### config.mk
export PLATFORM = sky130hd
export DESIGN_NAME = ml3r_delay
export DESIGN_NICKNAME = d
export VERILOG_FILES = /design/src/rtl/masked_3d_local_range_core_macros.svh /design/src/rtl/ml3r_pkg.sv /design/src/rtl/ml3r_delay.sv
export SDC_FILE = /design/constraint.sdc
export NUM_CORES = 2
export LEC_CHECK = 0
export BUFFER_PORTS_ARGS = -buffer_cell sky130_fd_sc_hd__buf_2
export CAP_MARGIN = 25
export CORE_MARGIN = 2
export CORE_UTILIZATION = 35
export CTS_CLUSTER_DIAMETER = 120
export CTS_CLUSTER_SIZE = 40
export DETAILED_ROUTE_END_ITERATION = 8
export PLACE_DENSITY = 0.48
export SLEW_MARGIN = 0
export SYNTH_ARGS = -nofsm -noshare
export SYNTH_HDL_FRONTEND = slang
export SYNTH_MEMORY_MAX_BITS = 65536
export SYNTH_SLANG_ARGS = --single-unit
### constraint.sdc
create_clock -name clock -period 3.01 [get_ports clock]
set_input_delay 0.1505 -clock clock [delete_from_list [all_inputs] [get_ports clock]]
set_output_delay 0.1505 -clock clock [all_outputs]
set_load 0.1 [all_outputs]
### src/rtl/masked_3d_local_range_core_macros.svh
// assertion macros shared by the local range core
`ifndef MASKED_3D_LOCAL_RANGE_CORE_MACROS_SVH
`define MASKED_3D_LOCAL_RANGE_CORE_MACROS_SVH

// condition and consequence checked at the same edge
`define ML3R_ASSERT_NOW(label, clk, rst, ante, cons, msg) \
   label: assert property (@(posedge clk) disable iff (rst) (ante) |-> (cons)) \
      else $error(msg);

// consequence checked at the edge after the condition
`define ML3R_ASSERT_NEXT(label, clk, rst, ante, cons, msg) \
   label: assert property (@(posedge clk) disable iff (rst) (ante) |=> (cons)) \
      else $error(msg);

`endif

### src/rtl/ml3r_pkg.sv
// shared types, constants and helpers of the masked 3d local range core
package ml3r_pkg;

   localparam int INTENSITY_W = 16;
   localparam int CURV_W      = 32;
   localparam int DIM_W       = 9;
   localparam int DEPTH_W     = 13;
   localparam int WH_W        = 18;
   localparam int LAG_W       = 18;
   localparam int CSR_IDX_W   = 8;
   localparam int CSR_DATA_W  = 32;

   localparam int MAX_ROW_DEFAULT  = 256;
   localparam int MAX_ROWS_DEFAULT = 256;

   // register reset values, threshold is -0.5 in q16.16
   localparam logic signed [CURV_W-1:0] THRESHOLD_RESET = -32'sd32768;
   localparam logic [DIM_W-1:0]   WIDTH_RESET  = 9'd256;
   localparam logic [DIM_W-1:0]   HEIGHT_RESET = 9'd256;
   localparam logic [DEPTH_W-1:0] DEPTH_RESET  = 13'd256;

   typedef enum logic [CSR_IDX_W-1:0] {
      CSR_THRESHOLD = 8'd0,
      CSR_WIDTH     = 8'd1,
      CSR_HEIGHT    = 8'd2,
      CSR_DEPTH     = 8'd3
   } csr_index_type;

   // one voxel as kept in the window and the line stores
   typedef struct packed {
      logic                          in_mask;
      logic signed [INTENSITY_W-1:0] value;
   } entry_type;

   // control shared by every delay cell
   typedef struct packed {
      logic advance;
      logic restart;
   } dly_ctl_type;

   // a zero dimension counts as one, a large one is capped
   function automatic logic [DIM_W-1:0] clamp_dim(input logic [DIM_W-1:0] raw,
                                                  input int unsigned limit);
      logic [DIM_W-1:0] r;
      r = raw;
      if (raw == '0) r = DIM_W'(1);
      else if (int'(raw) > limit) r = DIM_W'(limit);
      return r;
   endfunction

endpackage

### src/rtl/ml3r_delay.sv
// variable length delay line on a memory, with a register bypass for the shortest length
module ml3r_delay #(
   parameter int DEPTH = 256
) (
   input  logic                    clock,
   input  logic                    reset,
   input  ml3r_pkg::dly_ctl_type   ctl,
   input  logic                    bypass,
   input  logic [$clog2(DEPTH)-1:0] last_addr,
   input  ml3r_pkg::entry_type     din,
   input  ml3r_pkg::entry_type     byp_din,
   output ml3r_pkg::entry_type     dout
);
   import ml3r_pkg::*;

   localparam int AW = $clog2(DEPTH);

   entry_type       mem [DEPTH];
   entry_type       rd_ff;
   logic [AW-1:0]   ptr_ff;
   logic [AW-1:0]   ptr_in;

   // circular pointer wraps at the programmed length
   always_comb begin
      ptr_in = (ptr_ff == last_addr) ? '0 : ptr_ff + AW'(1);
   end

   always_ff @(posedge clock) begin
      if (reset || ctl.restart) begin
         ptr_ff <= '0;
      end else if (ctl.advance) begin
         ptr_ff <= ptr_in;
      end
   end

   // read first, then overwrite the same slot
   always_ff @(posedge clock) begin
      if (ctl.advance) begin
         rd_ff       <= mem[ptr_ff];
         mem[ptr_ff] <= din;
      end
   end

   assign dout = bypass ? byp_din : rd_ff;

endmodule

---- Word level (Yosys, flattened, before mapping) ----
Memories as Yosys holds them, arrays and structs flattened. A register that Yosys moved wholly into a read port is not among the register bits.
Index checks and enable logic that the tools add are counted.
Widths: inputs -> output; s select.
storage, ports and cells
  bits in registers ....................... 8
  memory bits (writable) .................. 4,352
  input bits .............................. 47
  logic and storage cells ................. 9
  memories kept ........................... 1
memories
  memory  depth  width  rd ports  clocked after Yosys merged registers in  write ports  line              RTL
  mem     256    17     1         1                                        1            ml3r_delay.sv:18  entry_type mem [DEPTH];
operators by class
  $add $sub $neg .......................... 1
  equality and inequality tests ........... 1
  mux-type cells .......................... 4
  reduce and logical (&&, ||, !) cells .... 1
operator list
  operator             count
  $mux 17              1
  $add 8x1->8 const B  1
  $eq 8x8->1           1
  $mux 8               1
  $mux 1               2
  $logic_or 1x1->1     1

---- Depth between registers and ports, before layout ----
  depth in word-level cells ............... 2
  depth in mapped cells ................... 10
  mapped depth without buffers ............ 5

---- Worst setup path before layout ----
No wires, ideal clock.
  kind .................................... register to register
  start ................................... reg ptr_ff[2]
  end ..................................... mem mem[236][0] (netlist bit), enable pin
  setup time .............................. 0.391 ns
  data arrival time ....................... 2.550 ns
  path slack .............................. 0.069 ns
  stages on the path, launching flop included .. 9
  path buffers ............................ 5
  clock period less this slack ............ 2.941 ns
  cells stage by stage .................... dfxtp_1 -> buf_2 -> and2_1 -> clkbuf_1 -> clkbuf_1 -> clkbuf_1 -> nand3_1 -> clkbuf_1 -> nor2_1
RTL lines
  item                      line              RTL
  start: declaration        ml3r_delay.sv:20  logic [AW-1:0] ptr_ff;
  start signal: assignment  ml3r_delay.sv:32  ptr_ff <= ptr_in;
  end: declaration          ml3r_delay.sv:18
No word-level cell before the write port.

==> impl_metrics.json <==
{
  "clkTransAtPathRegs_ns": 0.15,
  "slew_headroom_pct": 23.5,
  "fin_area_mm2": 0.195,
  "grt_pass1_vias": 80300,
  "dr.pass1.iters": 7,
  "peakVddDrop_v": 0.000345,
  "wl_per_cell_um": 33.5,
  "pwr_density_cell_mw_per_mm2": 509,
  "worst_pin_slew_ns": 1.15,
  "report.final.hold_viol_count": 0,
  "placed_area_mm2": 0.185,
  "synthFlopType": "edfxtp_1",
  "syn_nets": 7246,
  "cts_made_buffers": 137,
  "antenna_found_initial": 30,
  "synth_area_per_cell_um2": 23.0,
  "cts_tree": "built",
  "ys_top_cells_by_count": "edfxtp_1 (4369), mux4_2 (1088), a22oi_1 (544)",
  "ys_seq_area_share_pct": 79.2,
  "htreeDepth": 4,
  "fill_cells": 40700,
  "start_kind": "register",
  "grt_max_degree": 121,
  "numClockSinks": 4377,
  "die_y_um": 692,
  "async_reset_ff_share_pct": 0,
  "final_net_count": 8250,
  "syn_inst": 7195,
  "rows": 252,
  "min_period_over_period_pct": 110,
  "synth-seq-cells": 4377,
  "ant_nets": 0,
  "period_needed_ns": 3.31,
  "mappedNetlistArea_mm2": 0.166,
  "insertion_delay_ns": 0.96,
  "coreArea_mm2": 0.471,
  "leakage_uw": 0.0580,
  "grt_pass1_wl_um": 666000,
  "io_buffers": 63,
  "vias": 80400,
  "drive_gt1_share_pct": 36.8,
  "synth_cell_types": 29,
  "dp_hpwl_um": 298000,
  "synth_area_leaders": "edfxtp_1 (79%), mux4_2 (15%), a22oi_1 (2.5%)",
  "critPathArrivalTime_ns": 3.99,
  "cap_violations": 0,
  "setup_ws_ns": -0.301,
  "violations": "negative setup slack",
  "seq_area_mm2": 0.131,
  "crit_type": "reg2reg",
  "hold_class": "in2reg",
  "dieArea_mm2": 0.479,
  "drv_slew": 0,
  "rsz0062_at_grt": "true",
  "synth_top_cell_by_area": "edfxtp_1",
  "outcome": "finished with violations",
  "p_total_uw": 99000,
  "grt_overflow_total": 0,
  "fmax_mhz": 302,
  "cp_max_fo": 6,
  "detail_route.vias_per_cell": 5.55,
  "drtIter0Drc": 9811,
  "synth_top_area_share_pct": 79.1,
  "cts_max_path_buffers": 4,
  "die_w_um": 692,
  "setup_violations": 17,
  "clock-root-buffer": "clkbuf_16",
  "hold_ws_ns": 0.153,
  "syn_to_final_growth_pct": 17.4,
  "multi_input_area_mm2": 0.0351,
  "routabilityCongestion": 0.813,
  "cp-end-kind": "register",
  "yosysWarnings": 0,
  "drc": 0,
  "io_pins": 64,
  "preCtsSetupSlack_ns": -1.10,
  "skew_ns": 0.0721,
  "wirelength_um": 486000,
  "critPathRequiredTime_ns": 3.69,
  "synth-edff-count": 4369,
  "yosysMostFrequentCell": "edfxtp_1",
  "initial_core_util_pct": 35.2,
  "grt_usage_pct": 19.7
}
[registers in the layout (all words and copies together) (netlist names)]
signal,cells
mem,4352
rd_ff,17
ptr_ff,8
[critical path, cell delays in order (launching register included)]
cell,delay (ns)
dfxtp_4,0.41
buf_12,0.17
buf_12,0.16
buf_16,0.15
buf_12,0.12
buf_8,0.10
mux4_2,0.49
a22oi_2,0.15
buf_4,0.16
a21oi_1,0.06
buf_4,0.18
o41ai_4,0.71
nand4_1,0.15
[metrics by stage]
stage / TNS (ns) / util, % / std cells
global route: -4.49 / 41.3 / 14500
detailed placement: -16.69 / 39.2 / 14000
global placement: -17.95 / 39.2 / 14000
floorplan: 0 / - / 7195
finish: -3.63 / 41.3 / 14500
CTS: -3.59 / 40.8 / 14300
[where the power goes]
group,switching [uW],internal [uW]
combinational,2840,2060
sequential,76.6,67000
clock,18000,9070
total,20900,78100
[path summary, 6_finish.rpt]
| path | endpoint | from | cells after the start | slack (ns) |
|---|---|---|---|---|
| worst max-delay path | rd_ff[2] | ptr_ff[0] | 12 | -0.30 |
| worst min-delay path | mem[207][4] | din[4] | 2 | 0.15 |
| worst max register to register | rd_ff[2] | ptr_ff[0] | 12 | -0.30 |
| worst min register to register | ptr_ff[2] | ptr_ff[2] | 2 | 0.60 |
[cells in the final DEF, fill, tap and decap left out, types with 26 or more instances in the layout]
cell,synthesis,routed
nor2_2,0,138
nand2_1,27,26
buf_6,14,50
a21oi_4,0,28
o41ai_4,0,42
buf_4,34,719
buf_2,79,46
diode_2,0,30
clkbuf_16,0,156
buf_8,0,32
o41ai_2,0,26
buf_12,0,378
a22oi_1,544,414
a21oi_2,0,74
buf_16,0,49
mux4_2,1088,1088
a22oi_2,0,130
a21oi_1,272,170
edfxtp_1,4369,4369
nor2_1,270,130
[cell type report]
cell class / count / share of cell area [%]
sequential: 4377 / 67.5
multi-input combinational: 2366 / 18.0
timing repair buffer: 1315 / 8.41
tap: 6223 / 4.00
clock buffer: 147 / 1.84
clock inverter: 33 / 0.201
antenna: 30 / 0.0386
inverter: 2 / 0.00386
[per-layer routing]
layer  routed length (um)  global-route usage [%]  vias up
li1                     -                       -    32700
met1               212000                    28.6    44900
met2               233000                    32.0     2512
met3                30900                    2.93      332
met4                10100                    3.58       10
met5                   48                       0        -
[repair_timing]
action                                  4_1_cts  5_1_grt
resized for setup                           267      228
buffers inserted                             74      125
hold buffers                                 20        0
cloned                                       28       14
pin swaps                                    56       92
endpoints found under the setup margin      138       20
hold endpoints to repair                   2663        0
[kinds of logic (layout without fill, tap and decap cells)]
group / after synthesis / after routing / share of synthesized area (%)
adder cells (fa/ha/maj): 4 / 4 / 0.0302
multiplexers: 1106 / 1106 / 14.9
AO/OA/AOI/OAI: 885 / 885 / 3.65
other: 0 / 30 / 0
flip-flops: 4377 / 4377 / 79.2
AND/OR/NAND/NOR: 356 / 356 / 0.877
buffers and inverters: 452 / 1497 / 1.22
XOR/XNOR: 15 / 15 / 0.0793
Power figures use the tool's default switching activity.
